==> config.mk <==
export PLATFORM = sky130hd
export DESIGN_NAME = apg_seq
export DESIGN_NICKNAME = d
export VERILOG_FILES = /design/src/sv/apg_pkg.sv /design/src/sv/apg_seq.sv
export SDC_FILE = /design/constraint.sdc
export NUM_CORES = 1
export LEC_CHECK = 0
export ABC_AREA = 0
export BUFFER_PORTS_ARGS = -buffer_cell sky130_fd_sc_hd__buf_2
export CAP_MARGIN = 25
export CORE_MARGIN = 4
export CORE_UTILIZATION = 40
export CTS_CLUSTER_SIZE = 20
export DETAILED_ROUTE_END_ITERATION = 6
export PLACE_DENSITY_LB_ADDON = 0.12
export SLEW_MARGIN = 40
export SYNTH_ARGS = -nofsm -noshare
export SYNTH_HDL_FRONTEND = slang
export SYNTH_SLANG_ARGS = --single-unit
export TNS_END_PERCENT = 20
==> constraint.sdc <==
create_clock -name clk -period 6.62 [get_ports clk]
set_input_delay 1.324 -clock clk [delete_from_list [all_inputs] [get_ports clk]]
set_output_delay 1.324 -clock clk [all_outputs]
set_load 0.005 [all_outputs]
==> src/sv/apg_pkg.sv <==
// Package for the arc point generator: shared widths, constants and types.
// Used by every module of the block; depends on nothing.
package apg_pkg;
	localparam int SEG_W = 6;
	localparam int SWEEP_W = 17;
	localparam int OUT_W = 16;
	localparam int ANG_W = 25;
	localparam int DEF_MAX_SEGMENTS = 63;
	localparam int DEF_CORDIC_STEPS = 16;
	localparam int DEF_OUT_FRAC_BITS = 15;
	localparam int SWEEP_LIMIT = 46080;
	// Quarter and full turn in 1/32768 degree.
	localparam logic [ANG_W-1:0] QUARTER_TURN = ANG_W'(90 * 32768);
	localparam logic [ANG_W-1:0] FULL_TURN = ANG_W'(360 * 32768);
	localparam logic signed [33:0] CORDIC_GAIN_Q30 = 34'sd652032874;
	// Quotient width: |sweep*256| fits in 24 bits plus sign.
	localparam int NUM_W = 25;

	// Arctangent of 2^-i in degrees, scaled by 2^22.
	function automatic logic signed [31:0] atan_deg_q22(input logic [4:0] i);
		logic signed [31:0] r;
		begin
			unique case (i)
				5'd0: r = 32'sd188743680;
				5'd1: r = 32'sd111421900;
				5'd2: r = 32'sd58872272;
				5'd3: r = 32'sd29884485;
				5'd4: r = 32'sd15000234;
				5'd5: r = 32'sd7507429;
				5'd6: r = 32'sd3754631;
				5'd7: r = 32'sd1877430;
				5'd8: r = 32'sd938729;
				5'd9: r = 32'sd469366;
				5'd10: r = 32'sd234683;
				5'd11: r = 32'sd117342;
				5'd12: r = 32'sd58671;
				5'd13: r = 32'sd29335;
				5'd14: r = 32'sd14668;
				5'd15: r = 32'sd7334;
				5'd16: r = 32'sd3667;
				5'd17: r = 32'sd1833;
				5'd18: r = 32'sd917;
				5'd19: r = 32'sd458;
				5'd20: r = 32'sd229;
				5'd21: r = 32'sd115;
				5'd22: r = 32'sd57;
				5'd23: r = 32'sd29;
				default: r = 32'sd0;
			endcase
			return r;
		end
	endfunction

	// Tag that travels with each angle through the CORDIC pipeline.
	typedef struct packed {
		logic [SEG_W-1:0] idx;
		logic fin;
		logic [1:0] quad;
	} apg_tag_t;
endpackage

==> src/sv/apg_seq.sv <==
// Arc sequencer: clamps the request, divides the sweep by the segment count
// one quotient bit per cycle, then issues one reduced angle per point. Uses apg_pkg.
module apg_seq
	import apg_pkg::*;
#(
	parameter int MAX_SEGMENTS = DEF_MAX_SEGMENTS
) (
	input  logic clk,
	input  logic arst_n,
	input  logic in_valid,
	output logic in_stall,
	input  logic [SEG_W-1:0] segments,
	input  logic signed [SWEEP_W-1:0] sweep_deg,
	output logic a_valid,
	input  logic a_stall,
	output logic [ANG_W-1:0] a_ang,
	output apg_tag_t a_tag
);
	typedef enum logic [1:0] {ST_IDLE, ST_DIV, ST_EMIT} state_t;

	localparam int CNT_W = $clog2(NUM_W + 1);

	state_t state_q;
	logic [SEG_W-1:0] num_q;
	logic [SEG_W-1:0] idx_q;
	logic neg_q;
	logic [NUM_W-1:0] dividend_q;
	logic [NUM_W-1:0] quot_q;
	logic [SEG_W-1:0] rem_q;
	logic [CNT_W-1:0] cnt_q;
	logic signed [ANG_W-1:0] step_q;
	logic signed [ANG_W-1:0] cur_q;
	logic signed [ANG_W-1:0] end_q;

	logic signed [SWEEP_W-1:0] sw_c;
	logic [SEG_W-1:0] num_c;
	logic signed [ANG_W-1:0] sw256_c;
	logic [SEG_W:0] trial_c;
	logic [NUM_W-1:0] quot_n;
	logic fin_c;
	logic signed [ANG_W-1:0] ang_c;
	logic signed [ANG_W:0] mod1_c;
	logic [ANG_W-1:0] m_c;

	// Clamp of the request fields.
	always_comb begin
		if (sweep_deg > SWEEP_W'(SWEEP_LIMIT))
			sw_c = SWEEP_W'(SWEEP_LIMIT);
		else if (sweep_deg < -SWEEP_W'(SWEEP_LIMIT))
			sw_c = -SWEEP_W'(SWEEP_LIMIT);
		else
			sw_c = sweep_deg;
		num_c = (segments > SEG_W'(MAX_SEGMENTS)) ? SEG_W'(MAX_SEGMENTS) : segments;
		sw256_c = ANG_W'(sw_c) <<< 8;
	end

	// One restoring division step on the magnitude.
	always_comb begin
		trial_c = {rem_q, dividend_q[NUM_W-1]};
		quot_n = {quot_q[NUM_W-2:0], (trial_c >= {1'b0, num_q})};
	end

	// Angle of the current point, reduced into [0, 360) degrees and split by quadrant.
	always_comb begin
		fin_c = (idx_q == num_q);
		ang_c = fin_c ? end_q : cur_q;
		if (ang_c < 0)
			mod1_c = (ANG_W+1)'(ang_c) + (ANG_W+1)'(FULL_TURN);
		else
			mod1_c = (ANG_W+1)'(ang_c);
		if (mod1_c >= (ANG_W+1)'(FULL_TURN))
			m_c = ANG_W'(mod1_c - (ANG_W+1)'(FULL_TURN));
		else
			m_c = ANG_W'(mod1_c);
		if (m_c >= ANG_W'(3) * QUARTER_TURN) begin
			a_tag.quad = 2'd3;
			a_ang = m_c - ANG_W'(3) * QUARTER_TURN;
		end else if (m_c >= ANG_W'(2) * QUARTER_TURN) begin
			a_tag.quad = 2'd2;
			a_ang = m_c - ANG_W'(2) * QUARTER_TURN;
		end else if (m_c >= QUARTER_TURN) begin
			a_tag.quad = 2'd1;
			a_ang = m_c - QUARTER_TURN;
		end else begin
			a_tag.quad = 2'd0;
			a_ang = m_c;
		end
		a_tag.idx = idx_q;
		a_tag.fin = fin_c;
	end

	assign in_stall = (state_q != ST_IDLE);
	assign a_valid = (state_q == ST_EMIT);

	// Sequencer state and arc registers.
	always_ff @(posedge clk or negedge arst_n) begin
		if (!arst_n) begin
			state_q <= ST_IDLE;
			cnt_q <= '0;
			idx_q <= '0;
		end else begin
			unique case (state_q)
				ST_IDLE: begin
					if (in_valid && num_c != '0) begin
						state_q <= ST_DIV;
						num_q <= num_c;
						neg_q <= sw256_c < 0;
						dividend_q <= (sw256_c < 0) ? NUM_W'(-sw256_c) : NUM_W'(sw256_c);
						end_q <= sw256_c;
						rem_q <= '0;
						quot_q <= '0;
						cnt_q <= '0;
						idx_q <= '0;
						cur_q <= '0;
					end
				end
				ST_DIV: begin
					if (trial_c >= {1'b0, num_q})
						rem_q <= SEG_W'(trial_c - {1'b0, num_q});
					else
						rem_q <= SEG_W'(trial_c);
					dividend_q <= {dividend_q[NUM_W-2:0], 1'b0};
					quot_q <= quot_n;
					cnt_q <= cnt_q + 1'b1;
					if (cnt_q == CNT_W'(NUM_W - 1)) begin
						state_q <= ST_EMIT;
						step_q <= neg_q ? -$signed(quot_n) : $signed(quot_n);
					end
				end
				ST_EMIT: begin
					if (!a_stall) begin
						cur_q <= cur_q + step_q;
						idx_q <= idx_q + 1'b1;
						if (fin_c)
							state_q <= ST_IDLE;
					end
				end
				default: state_q <= ST_IDLE;
			endcase
		end
	end

`ifndef NO_ASSERTIONS
	a_idx_bound: assert property (@(posedge clk) disable iff (!arst_n)
		a_valid |-> idx_q <= num_q) else $error("point index beyond segment count");
	a_busy_stall: assert property (@(posedge clk) disable iff (!arst_n)
		a_valid |-> in_stall) else $error("request taken while emitting");
	a_fin_idle: assert property (@(posedge clk) disable iff (!arst_n)
		a_valid && !a_stall && fin_c |=> !a_valid) else $error("emit past last point");
`endif
endmodule

# After elaboration in Yosys (flattened, before gate mapping)
# Cells that the tools add are included.
dict set report totals {
  ramBits 0
  in_bits 27
  n_memories 0
  word_cells 85
  reg_bits 142
  output_inout_bits 36
  latchBits 0
  mem_bits_ro 0
}
dict set report op_classes {
  n_eq_ne 8
  shift 0
  div 0
  reduce_logical 13
  add_sub_neg 11
  order_cmp 10
  mux 32
  multipliers 0
  bitwise_logic 0
}
# op count
set op_table {}
lappend op_table {{25-bit two-way mux} 10}
lappend op_table {{25-bit case mux with 2 select lines} 2}
lappend op_table {{25-bit by 1-bit less-than comparator with 1-bit output (second input constant)} 2}
lappend op_table {{25-bit negator} 2}
lappend op_table {{25-bit by 24-bit subtractor with 25-bit output (second input constant)} 2}
lappend op_table {{24-bit case mux with 2 select lines} 1}
lappend op_table {{17-bit two-way mux} 2}
lappend op_table {{25-bit by 25-bit adder with 26-bit output (second input constant)} 1}
lappend op_table {{26-bit by 24-bit greater-or-equal comparator with 1-bit output (second input constant)} 1}
lappend op_table {{26-bit two-way mux} 1}
lappend op_table {{25-bit adder} 1}
lappend op_table {{25-bit by 22-bit greater-or-equal comparator with 1-bit output (second input constant)} 1}
lappend op_table {{25-bit by 23-bit greater-or-equal comparator with 1-bit output (second input constant)} 1}
lappend op_table {{25-bit by 24-bit greater-or-equal comparator with 1-bit output (second input constant)} 1}
lappend op_table {{25-bit by 22-bit subtractor with 25-bit output (second input constant)} 1}
lappend op_table {{25-bit by 23-bit subtractor with 25-bit output (second input constant)} 1}
lappend op_table {{6-bit two-way mux} 4}
lappend op_table {{6-bit case mux with 2 select lines} 2}
lappend op_table {{17-bit > comparator (second input constant)} 1}
lappend op_table {{17-bit less-than comparator (second input constant)} 1}
lappend op_table {{2-bit two-way mux} 6}
lappend op_table {{3-bit AND reduction} 4}
lappend op_table {{5-bit case mux with 2 select lines} 1}
lappend op_table {{4-bit AND reduction} 2}
lappend op_table {{other kinds (19)} 23}

# Logic depth before layout (Yosys ltp)
# Gate-level depths: netlist (run 1).
dict set report depth {
  ltp_word 10
  mapped_depth 28
  ltp_nobuf 24
}

# Least setup slack after synthesis (run 1)
# No wires, ideal clock.
dict set report synth_path {
  kind {register to output}
  startpoint {register num_q[1]}
  endpoint {output a_ang[20]}
  arrival_time_ns 5.144
  n_path_buf 4
  setup_slack_ns 0.152
  required_ns 5.296
  path_stages_with_launch 27
  path_cell_list {edfxtp_1 xnor2_1 and4_1 buf_6 nand2_2 a21oi_1 inv_1 ha_1 buf_1 or4_1 a22oi_1 a221oi_2 a21boi_2 buf_6 xnor2_1 inv_1 ha_1 inv_1 a31oi_1 or3_1 mux2i_1 o31ai_4 buf_4 o311ai_1 o211ai_1 o21ai_1 xor2_1}
}
dict set report synth_via {
  elab_chain_len 10
  word_cells_on_any_way 17
  cone_classes {5 x add/sub; 5 x order compare; 1 x eq/ne; 6 x mux}
}
# item line
set synth_lines {}
lappend synth_lines {{start, declared} apg_seq.sv:24} ;# logic [SEG_W-1:0] num_q;
lappend synth_lines {{start signal, assigned} apg_seq.sv:106} ;# num_q <= num_c;
lappend synth_lines {{6-bit equality test *} apg_seq.sv:65} ;# fin_c = (idx_q == num_q);
lappend synth_lines {{25-bit two-way mux *} apg_seq.sv:66} ;# ang_c = fin_c ? end_q : cur_q;
lappend synth_lines {{25-bit by 25-bit adder with 26-bit output or 25-bit by 1-bit less-than comparator with 1-bit output (tied branches)} {apg_seq.sv:68, apg_seq.sv:67}}
lappend synth_lines {{26-bit two-way mux *} apg_seq.sv:67} ;# if (ang_c < 0)
lappend synth_lines {{25-bit by 24-bit subtractor with 25-bit output or 26-bit by 24-bit greater-or-equal comparator with 1-bit output (tied branches)} {apg_seq.sv:72, apg_seq.sv:71}}
lappend synth_lines {{25-bit two-way mux *} apg_seq.sv:71} ;# if (mod1_c >= (ANG_W+1)'(FULL_TURN))
lappend synth_lines {{25-bit by 22-bit subtractor with 25-bit output or 25-bit by 22-bit greater-or-equal comparator with 1-bit output (tied branches)} {apg_seq.sv:83, apg_seq.sv:81}}
lappend synth_lines {{25-bit two-way mux} apg_seq.sv:81} ;# end else if (m_c >= QUARTER_TURN) begin
lappend synth_lines {{25-bit two-way mux} apg_seq.sv:78} ;# end else if (m_c >= ANG_W'(2) * QUARTER_TURN) begin
lappend synth_lines {{25-bit two-way mux *} apg_seq.sv:75} ;# if (m_c >= ANG_W'(3) * QUARTER_TURN) begin
lappend synth_lines {{end, declared} apg_seq.sv:16} ;# output logic [ANG_W-1:0] a_ang,
# Mark *: on every way between the ends. The rest lies on a longest branch, timed or not.

# Final worst setup path (run 1)
dict set report layout_path {
  startpoint {register idx_q[5]}
  endpoint {output a_ang[20]}
}
dict set report layout_via {
  elab_chain_len 10
  word_cells_on_any_way 17
  cone_classes {5 x add/sub; 5 x order compare; 1 x eq/ne; 6 x mux}
}
# item line
set layout_lines {}
lappend layout_lines {{start, declared} apg_seq.sv:25} ;# logic [SEG_W-1:0] idx_q;
lappend layout_lines {{start signal, assigned} apg_seq.sv:133} ;# idx_q <= idx_q + 1'b1;
lappend layout_lines {{6-bit equality test *} apg_seq.sv:65}
lappend layout_lines {{25-bit two-way mux *} apg_seq.sv:66}
lappend layout_lines {{25-bit by 25-bit adder with 26-bit output or 25-bit by 1-bit less-than comparator with 1-bit output (tied branches)} {apg_seq.sv:68, apg_seq.sv:67}}
lappend layout_lines {{26-bit two-way mux *} apg_seq.sv:67}
lappend layout_lines {{25-bit by 24-bit subtractor with 25-bit output or 26-bit by 24-bit greater-or-equal comparator with 1-bit output (tied branches)} {apg_seq.sv:72, apg_seq.sv:71}}
lappend layout_lines {{25-bit two-way mux *} apg_seq.sv:71}
lappend layout_lines {{25-bit by 22-bit subtractor with 25-bit output or 25-bit by 22-bit greater-or-equal comparator with 1-bit output (tied branches)} {apg_seq.sv:83, apg_seq.sv:81}}
lappend layout_lines {{25-bit two-way mux} apg_seq.sv:81}
lappend layout_lines {{25-bit two-way mux} apg_seq.sv:78}
lappend layout_lines {{25-bit two-way mux *} apg_seq.sv:75}
# Marks and branches as above.

==> impl_metrics.csv, run 1 <==
group,metric,value,unit
outcome,status,"finished, final reports clean",
place,gp_congestion,0.837,
power,ir_drop,0.227,mV
die,io_pins,63,
clocking,cts_max_level,4,
clocking,clkSinkCount,133,
grt,grt_pass1_wl,37600,microns
sta,skew,11.7,ps
clocking,clk_latency,420,ps
synthesis,synth_area,9230,sq um
final_layout,drive_above_1_share,20.8,%
detailed_routing,final_antenna_net_count,0,
critical_path,cp_max_fo,7,
synthesis,synthArstFlopShare,9.77,%
grt,met1_usage,27.1,%
detailed_routing,drc_errors,0,
detailed_routing,post_drt_wl_per_cell,17.5,microns
power,powerDensity,293,nW/um^2
synthesis,avgSynthCellArea,9.76,sq um
clocking,clockRootBuffer,"clkbuf_16",
die,die_w,160,microns
power,combPwrFrac,29.4,%
place,dp.cells,1274,
synthesis,postSynthCellCount,945,
sta,min_period,6380,ps
final_layout,fill_cells,2169,
grt,antenna_found_initial,0,
critical_path,critPathMaxStageDelay,540,ps
clocking,cts.clk_slew.worst_paths,70,ps
job,cap_violations,0,
power,p_leak,4.25,nW
power,p_switching,0.00103,W
clocking,cts_made_buffers,17,
sta,setup_viol,0,
grt,grt_use_met2,26.9,%
sta,tightest_slew,734,ps
synthesis,synth.distinct_cells,82,
critical_path,arrival,5050,ps
die,initial_core_util,40.8,%
power,switching_share,32.1,%
place,placed_area,9870,sq um
final_layout,nNetsFinal,1103,
detailed_routing,initialDrtViolationCount,443,
final_layout,areaGrowthSynthToFinish,18.1,%
sta,slew_viol_final,0,
synthesis,ys_ff_latch,133,
critical_path,path_cells,"xnor2_2 -> and4_4 -> nand2_8 -> a21oi_4 -> inv_2 -> ha_4 -> or4_4 -> a22oi_2 -> a221oi_2 -> a21boi_4 -> xnor2_2 -> inv_2 -> ha_4 -> inv_1 -> a31oi_2 -> or3_1 -> mux2i_2 -> o31ai_4 -> buf_4 -> o311ai_1 -> o211ai_1 -> o21ai_1 -> xor2_1 -> buf_2",
sta,finalHoldViolCount,0,
place,dpl_worst_slack,150,ps
die,die_area,25600,sq um
grt,grt_max_degree,51,
detailed_routing,via_per_inst,5.47,
sta,holdWs,530,ps
power,p_clk_share,31.4,%
final_layout,antenna_cells,0,
grt,grtUsageMet3,3.30,%
grt,grtUsageTotal,18.1,%
power,p_int,0.00217,W
critical_path,path_class,"reg2out",
clocking,tritoncts,"done",
detailed_routing,vias,7258,
clocking,clockBufferDepth,2,
die,num_rows,55,
place,port_buffers,62,
die,core,22600,sq um
power,pwr-share-seq,39.1,%
critical_path,cp-end-kind,"output port",
sta,finalCritPeriodShare,96.3,%
grt,first_global_vias,7007,
sta,fin_tns_setup,0,ps
sta,fmax,0.157,GHz
sta,slew_headroom,51.0,%
final_layout,final_cells,1326,
critical_path,cp-start-kind,"flip-flop",
detailed_routing,drt_wl_total,23200,microns
synthesis,synth-main-ff-cell,"edfxtp_1",
min_path,hold_path.class,"reg2reg",
synthesis,synth_nets,1020,
grt,globalRoute.totalOverflow,0,
grt,top_usage_layer,"met1",
die,fp.dieH,160,microns
synthesis,yosysWarnings,0,
critical_path,worst_ep_required_time,5300,ps
synthesis,ys_seq_area_share,42.6,%
detailed_routing,dr.pass1.iters,5,
final_layout,fin_area,10900,sq um
place,post-dp-hpwl,17000,microns
sta,setup_slack,243,ps
synthesis,synth_edf_count,120,
critical_path,cpMaxStageDelayCell,"or4_4",
## repair_timing
item / in CTS / in global routing
setup buffers: 2 / 17
setup endpoints to repair: 9 / 10
resized for setup: 8 / 38
pin swaps: 1 / 22
hold buffers: 0 / 0
## per-stage QoR
stage / power [W] / util (%)
3_5_place_dp: 0.00217 / 43.6
4_1_cts: 0.00319 / 46.7
2_1_floorplan: 0.00191 / -
3_3_place_gp: 0.00216 / 43.6
5_1_grt: 0.00340 / 48.1
6_report: 0.00320 / 48.1
## power by group through the flow
stage	clock (W)	combinational (W)	sequential (W)
after detailed placement	0	0.000901	0.00126
after CTS	0.00102	0.000917	0.00125
after floorplan	0	0.000676	0.00123
final	0.00100	0.000941	0.00125
after global routing	0.00106	0.00107	0.00127
after global placement	0	0.000893	0.00127
## synth_stat cells (8+ instances only)
cell type	instances	area share, %
a21o_1	9	0.73
edfxtp_1	120	39
and2_1	42	2.8
dfrtp_1	13	3.5
nand4_1	13	0.88
and3_1	9	0.61
o31ai_1	14	1.1
nand2b_1	14	0.95
a21oi_1	41	2.2
clkbuf_1	25	1.0
nand3_1	17	0.92
nor4_1	14	0.95
inv_1	53	2.2
xnor2_1	63	6.0
o211ai_1	10	0.81
xor2_1	18	1.7
nor3_1	26	1.4
nor2b_1	8	0.54
mux2_2	13	1.6
a211oi_1	8	0.65
nor2_1	84	3.4
o21ai_0	60	3.3
ha_1	46	6.2
nand2_1	83	3.4
mux2i_1	12	1.3
## worst paths after layout
check / end / cells past startpoint / startpoint / slack, ps
worst min register to register: dividend_q[23] / 2 / dividend_q[22] / 530
worst max-delay path: a_ang[20] / 24 / idx_q[5] / 240
max in group asynchronous: idx_q[1] / 1 / arst_n / 5550
worst min-delay path: dividend_q[23] / 2 / dividend_q[22] / 530
min in group asynchronous: cnt_q[0] / 1 / arst_n / 810
worst max register to register: step_q[23] / 16 / num_q[1] / 2600
## metal layers
layer | vias to the layer above | share of wire (%)
met3 | 25 | 4.8
met4 | 0 | 1.3
met5 | - | 0
li1 | 3627 | -
met1 | 3428 | 50
met2 | 178 | 43
## layout by cell type, fill, tap and decap left out, types with 6 or more instances in the layout
| master | instances |
|---|---|
| a211oi_1 | 7 |
| a21boi_0 | 6 |
| a21o_1 | 9 |
| a21oi_1 | 38 |
| a31oi_1 | 6 |
| and2_1 | 39 |
| and3_1 | 8 |
| buf_2 | 62 |
| buf_4 | 39 |
| clkbuf_16 | 23 |
| dfrtp_1 | 13 |
| edfxtp_1 | 120 |
| ha_1 | 44 |
| inv_1 | 50 |
| mux2_2 | 13 |
| mux2i_1 | 8 |
| nand2_1 | 83 |
| nand2b_1 | 13 |
| nand3_1 | 17 |
| nand4_1 | 13 |
| nor2_1 | 82 |
| nor2b_1 | 6 |
| nor3_1 | 24 |
| nor4_1 | 13 |
| o211ai_1 | 10 |
| o21ai_0 | 59 |
| o31ai_1 | 13 |
| or2_2 | 6 |
| or3_1 | 7 |
| xnor2_1 | 58 |
| xor2_1 | 18 |
## worst max-delay path: cells and delay by family (launching register included)
kind                     cells  cell delay, ps
flip-flops                   1             430
buffers and inverters        5             550
AO/OA/AOI/OAI                9            1160
multiplexers                 1             220
adder cells (fa/ha/maj)      2             350
XOR/XNOR                     3             560
AND/OR/NAND/NOR              4            1330
## kinds of logic after synthesis
group	synth area share [%]
adders and majority gates	6.67
DFF	42.6
and+or+nand+nor	18.9
buffers and inverters	4.34
AOI/OAI and AO/OA	16.7
muxes	3.13
xor gates and xnor gates	7.69
## area by class of cell
class                      instances  area (sq um)  share of cell area, %
tap                              285           357                   3.27
sequential                       133          3930                   36.1
clock inverter                     8          66.3                  0.609
clock buffer                      24           579                   5.32
inverter                          54           203                   1.86
multi-input combinational        718          5120                   47.0
timing repair buffer             104           644                   5.91
## flip-flops by register name, summed over array words and instances (netlist names)
| name | cells |
|---|---|
| idx_q | 6 |
| cur_q | 25 |
| end_q | 16 |
| dividend_q | 17 |
| state_q | 2 |
| step_q | 25 |
| cnt_q | 5 |
| num_q | 6 |
| neg_q | 1 |
| rem_q | 6 |
| quot_q | 24 |
No activity file was read; power rests on OpenSTA's default activity.
==> inputs of run 2 (changes only) <==
--- a/config.mk
+++ b/config.mk
@@ -9,7 +9,7 @@
 export BUFFER_PORTS_ARGS = -buffer_cell sky130_fd_sc_hd__buf_2
 export CAP_MARGIN = 25
 export CORE_MARGIN = 4
-export CORE_UTILIZATION = 40
+export CORE_UTILIZATION = 56
 export CTS_CLUSTER_SIZE = 20
 export DETAILED_ROUTE_END_ITERATION = 6
 export PLACE_DENSITY_LB_ADDON = 0.12
==> impl_metrics.csv, run 2 (synthesis gave the netlist of run 1 again) <==
group,metric,value,unit
final_layout,largestRegisters,"cur_q x25, step_q x25, quot_q x24",
sta,setup_viol,0,
job,cap_violations,0,
grt,grtUsageTotal,24.9,%
grt,first_global_vias,7063,
die,io_pins,63,
sta,min_period,6450,ps
final_layout,layout_common_cells,"edfxtp_1 (120), nand2_1 (83), nor2_1 (82)",
sta,holdWs,518,ps
detailed_routing,via_per_inst,6.02,
die,fp.dieH,136,microns
sta,fmax,0.155,GHz
die,die_area,18600,sq um
min_path,hold_path.class,"reg2reg",
detailed_routing,dr.pass1.iters,5,
grt,grt_pass1_wl,36300,microns
critical_path,cp-start-kind,"flip-flop",
outcome,status,"finished, final reports clean",
critical_path,timing.rr.start,"num_q[1]",
detailed_routing,post_drt_wl_per_cell,17.8,microns
detailed_routing,drc_errors,0,
critical_path,path_class,"reg2out",
clocking,cts.clk_slew.worst_paths,70,ps
die,num_rows,46,
die,core,16000,sq um
final_layout,utilization,66.0,%
final_layout,final_common_cell,"edfxtp_1",
place,port_buffers,62,
critical_path,arrival,5120,ps
critical_path,reg2regPathDepth,14,
critical_path,cpMaxStageDelayCell,"edfxtp_1",
critical_path,worst_ep_required_time,5300,ps
sta,finalCritPeriodShare,97.4,%
die,initial_core_util,57.7,%
clocking,clockBufferDepth,2,
clocking,cts_made_buffers,17,
detailed_routing,vias,7500,
critical_path,reg2reg_slack,2580,ps
clocking,cts_max_level,4,
sta,finalHoldViolCount,0,
clocking,clkSinkCount,133,
clocking,tritoncts,"done",
power,powerDensity,288,nW/um^2
critical_path,cp_num_buf_inv,6,
grt,grt_max_degree,38,
power,p_leak,4.14,nW
sta,tightest_slew,721,ps
final_layout,final_cells,1246,
clocking,clockRootBuffer,"clkbuf_16",
final_layout,fin_area,10600,sq um
place,placed_area,9790,sq um
grt,globalRoute.totalOverflow,0,
power,ir_drop,0.250,mV
place,post-dp-hpwl,16200,microns
min_path,min_to,"dividend_q[19]",
final_layout,areaGrowthSynthToFinish,14.4,%
place,dp.cells,1206,
clocking,clk_latency,430,ps
min_path,worstHoldPathCells,2,
sta,slew_headroom,51.9,%
detailed_routing,initialDrtViolationCount,511,
critical_path,crit_cells,26,
sta,skew,7.45,ps
detailed_routing,drt_wl_total,22200,microns
sta,rsz0062_at_grt,"yes",
final_layout,antenna_cells,0,
die,die_w,136,microns
detailed_routing,final_antenna_net_count,0,
place,gp_congestion,0.895,
critical_path,critPathMaxStageDelay,440,ps
critical_path,cp_max_fo,7,
critical_path,timing.rr.end,"step_q[23]",
sta,fin_tns_setup,0,ps
min_path,hold_path.startpoint,"dividend_q[18]",
final_layout,nNetsFinal,1092,
critical_path,cp-end-kind,"output port",
grt,antenna_found_initial,0,
critical_path,crit_family,"simple AND/OR/NAND/NOR gates",
final_layout,drive_above_1_share,19.4,%
sta,slew_viol_final,0,
run 2: how the worst max path moves through the flow:
stage / startpoint / end / slack, ps
6_report: num_q[5] / a_ang[21] / 170
5_1_grt: num_q[1] / a_ang[24] / -100
4_1_cts: num_q[5] / a_ang[21] / 10
3_3_place_gp: num_q[1] / a_ang[24] / 170
2_1_floorplan: num_q[1] / a_ang[20] / 150
3_5_place_dp: num_q[5] / a_ang[24] / -70
run 2: metal layers:
layer / track usage (%) / share of wire (%) / up-vias
li1: - / - / 3609
met4: 8.12 / 2.1 / 0
met2: 38.3 / 45 / 253
met5: 0 / 0 / -
met1: 35.5 / 46 / 3596
met3: 4.92 / 6.9 / 42
run 2: per-stage QoR:
stage                     total power [W]  worst slack [ps]
after CTS                         0.00303              13.8
after global routing              0.00323              -100
final                             0.00304               172
after global placement            0.00213               174
after floorplan                   0.00191               152
after detailed placement          0.00215             -72.7
run 2: power breakdown:
part / leakage, nW / switching, W / internal (W) / total, W
combinational: 2.58 / 0.000533 / 0.000397 / 0.000930
clock: 0.263 / 0.000377 / 0.000478 / 0.000855
sequential: 1.30 / 0.000112 / 0.00114 / 0.00126
total: 4.14 / 0.00102 / 0.00202 / 0.00304
run 2: final cells by class:
class	instances	area, sq um
Inverter	54	203
Multi-Input combinational cell	718	5060
Fill cell	1347	5450
Clock buffer	17	425
Tap cell	216	270
Timing Repair Buffer	93	554
Clock inverter	15	105
Sequential cell	133	3930
run 2: tightest hold or removal path, delay by kind of cell, from the launching register on:
kind,cells,cell delay (ps)
flip-flops,1,320
AND/OR/NAND/NOR,1,40
AO/OA/AOI/OAI,1,60
run 2: repair_timing:
item | 4_1_cts | 5_1_grt
hold buffers | 0 | 0
hold endpoints to repair | 0 | 0
pin swaps | 1 | 11
endpoints found under the setup margin | 10 | 10
gates resized for setup | 6 | 31
gates cloned | 0 | 0
setup buffers | 4 | 4
==> inputs of run 3 (changes only) <==
--- a/config.mk
+++ b/config.mk
@@ -13,6 +13,7 @@
 export CTS_CLUSTER_SIZE = 20
 export DETAILED_ROUTE_END_ITERATION = 6
 export PLACE_DENSITY_LB_ADDON = 0.12
+export RECOVER_POWER = 50
 export SLEW_MARGIN = 40
 export SYNTH_ARGS = -nofsm -noshare
 export SYNTH_HDL_FRONTEND = slang
==> impl_metrics.csv, run 3 (synthesis gave the netlist of run 1 again) <==
group,metric,value,unit
final_layout,layout_common_cells,"edfxtp_1 (120), nand2_1 (83), nor2_1 (82)",
sta,fmax,0.155,GHz
detailed_routing,post_drt_wl_per_cell,17.9,microns
place,port_buffers,62,
sta,finalCritPeriodShare,97.4,%
min_path,hold_path.class,"reg2reg",
grt,first_global_vias,7063,
clocking,cts_hold_buf,0,
grt,grt_max_degree,38,
place,post-dp-hpwl,16200,microns
job,cap_violations,0,
clocking,cts_made_buffers,17,
critical_path,cpMaxStageDelayCell,"edfxtp_1",
critical_path,critPathMaxStageDelay,440,ps
detailed_routing,initialDrtViolationCount,517,
power,ir_drop,0.249,mV
critical_path,cp-end-kind,"output port",
grt,antenna_found_initial,0,
final_layout,antenna_cells,0,
sta,slew_headroom,9.31,%
die,core,16000,sq um
clocking,cts.clk_slew.worst_paths,70,ps
sta,slew_viol_final,0,
power,powerDensity,288,nW/um^2
final_layout,utilization,65.8,%
die,initial_core_util,57.7,%
sta,skew,7.76,ps
sta,tightest_slew,1360,ps
grt,grt_pass1_wl,36300,microns
final_layout,areaGrowthSynthToFinish,14.1,%
place,dpl_worst_slack,-72.7,ps
die,io_pins,63,
die,die_w,136,microns
critical_path,cp-start-kind,"flip-flop",
die,num_rows,46,
place,dp.cells,1206,
sta,rsz0062_at_grt,"yes",
sta,min_period,6450,ps
detailed_routing,drc_errors,0,
place,placed_area,9790,sq um
critical_path,path_class,"reg2out",
final_layout,largestRegisters,"cur_q x25, step_q x25, quot_q x24",
clocking,clockBufferDepth,2,
critical_path,arrival,5120,ps
outcome,status,"finished, final reports clean",
sta,finalHoldViolCount,0,
detailed_routing,final_antenna_net_count,0,
grt,globalRoute.totalOverflow,0,
critical_path,cp_num_buf_inv,6,
critical_path,cp_max_fo,7,
clocking,tritoncts,"done",
sta,setup_viol,0,
power,p_leak,4.10,nW
clocking,clk_latency,430,ps
final_layout,fill_cells,1354,
clocking,clkSinkCount,133,
sta,setup_slack,175,ps
detailed_routing,via_per_inst,6.01,
final_layout,final_common_cell,"edfxtp_1",
place,gp_congestion,0.895,
clocking,clockRootBuffer,"clkbuf_16",
grt,grtUsageTotal,24.9,%
critical_path,worst_ep_required_time,5300,ps
critical_path,crit_family,"simple AND/OR/NAND/NOR gates",
detailed_routing,vias,7483,
final_layout,drive_above_1_share,18.4,%
final_layout,fin_area,10500,sq um
clocking,cts_max_level,4,
detailed_routing,dr.pass1.iters,5,
die,fp.dieH,136,microns
final_layout,final_cells,1246,
final_layout,nNetsFinal,1092,
detailed_routing,drt_wl_total,22300,microns
die,die_area,18600,sq um
[run 3: final timing paths]
check	cells past startpoint	slack, ps	endpoint	from
setup / recovery	26	170	a_ang[21]	num_q[5]
hold / removal	2	520	dividend_q[19]	dividend_q[18]
setup reg to reg	14	2520	step_q[23]	num_q[1]
hold reg to reg	2	520	dividend_q[19]	dividend_q[18]
max in group asynchronous	1	5050	idx_q[0]	arst_n
min in group asynchronous	1	980	idx_q[5]	arst_n
[run 3: what timing repair did]
action	CTS	global route
endpoints found under the setup margin	10	10
resized for setup	6	31
pin swaps	1	11
buffers inserted	4	4
[run 3: cell type report]
type	instances	area (sq um)	share of cell area (%)
clock buffer	17	425	4.04
clock inverter	15	105	0.998
inverter	54	203	1.93
multi-input combinational	718	5050	48.0
sequential	133	3930	37.3
tap	216	270	2.57
timing repair buffer	93	539	5.12
[run 3: metrics by stage]
step / hold WS, ps / power [W] / TNS [ps]
finish: 517 / 0.00303 / 0
global route: 574 / 0.00322 / -244
CTS: 521 / 0.00303 / 0
detailed placement: 511 / 0.00215 / -72.7
global placement: 506 / 0.00213 / 0
floorplan: 489 / 0.00191 / 0
[run 3: routing by layer]
layer  up-vias  GRT usage (%)  routed length [microns]
met5         -              0                        0
met3        36           4.92                     1460
li1       3609              -                        -
met1      3591           35.5                    10300
met4         0           8.12                      446
met2       247           38.3                    10100
[run 3: report_power, final]
group | internal, W | switching (W)
clock | 0.000478 | 0.000376
sequential | 0.00114 | 0.000112
combinational | 0.000388 | 0.000534
[run 3: worst register-to-register path, cell delays in order, from the launching register on]
cell      delay [ps]
edfxtp_1         450
inv_1             70
ha_1             310
nor2b_1          140
o21ai_0          230
a21boi_0         150
o21ai_0          170
inv_1             70
o21ai_0          200
nand2b_1         330
nand3b_1         420
nand2b_1         300
or4_1            530
o41ai_1          360
xnor2_1          110
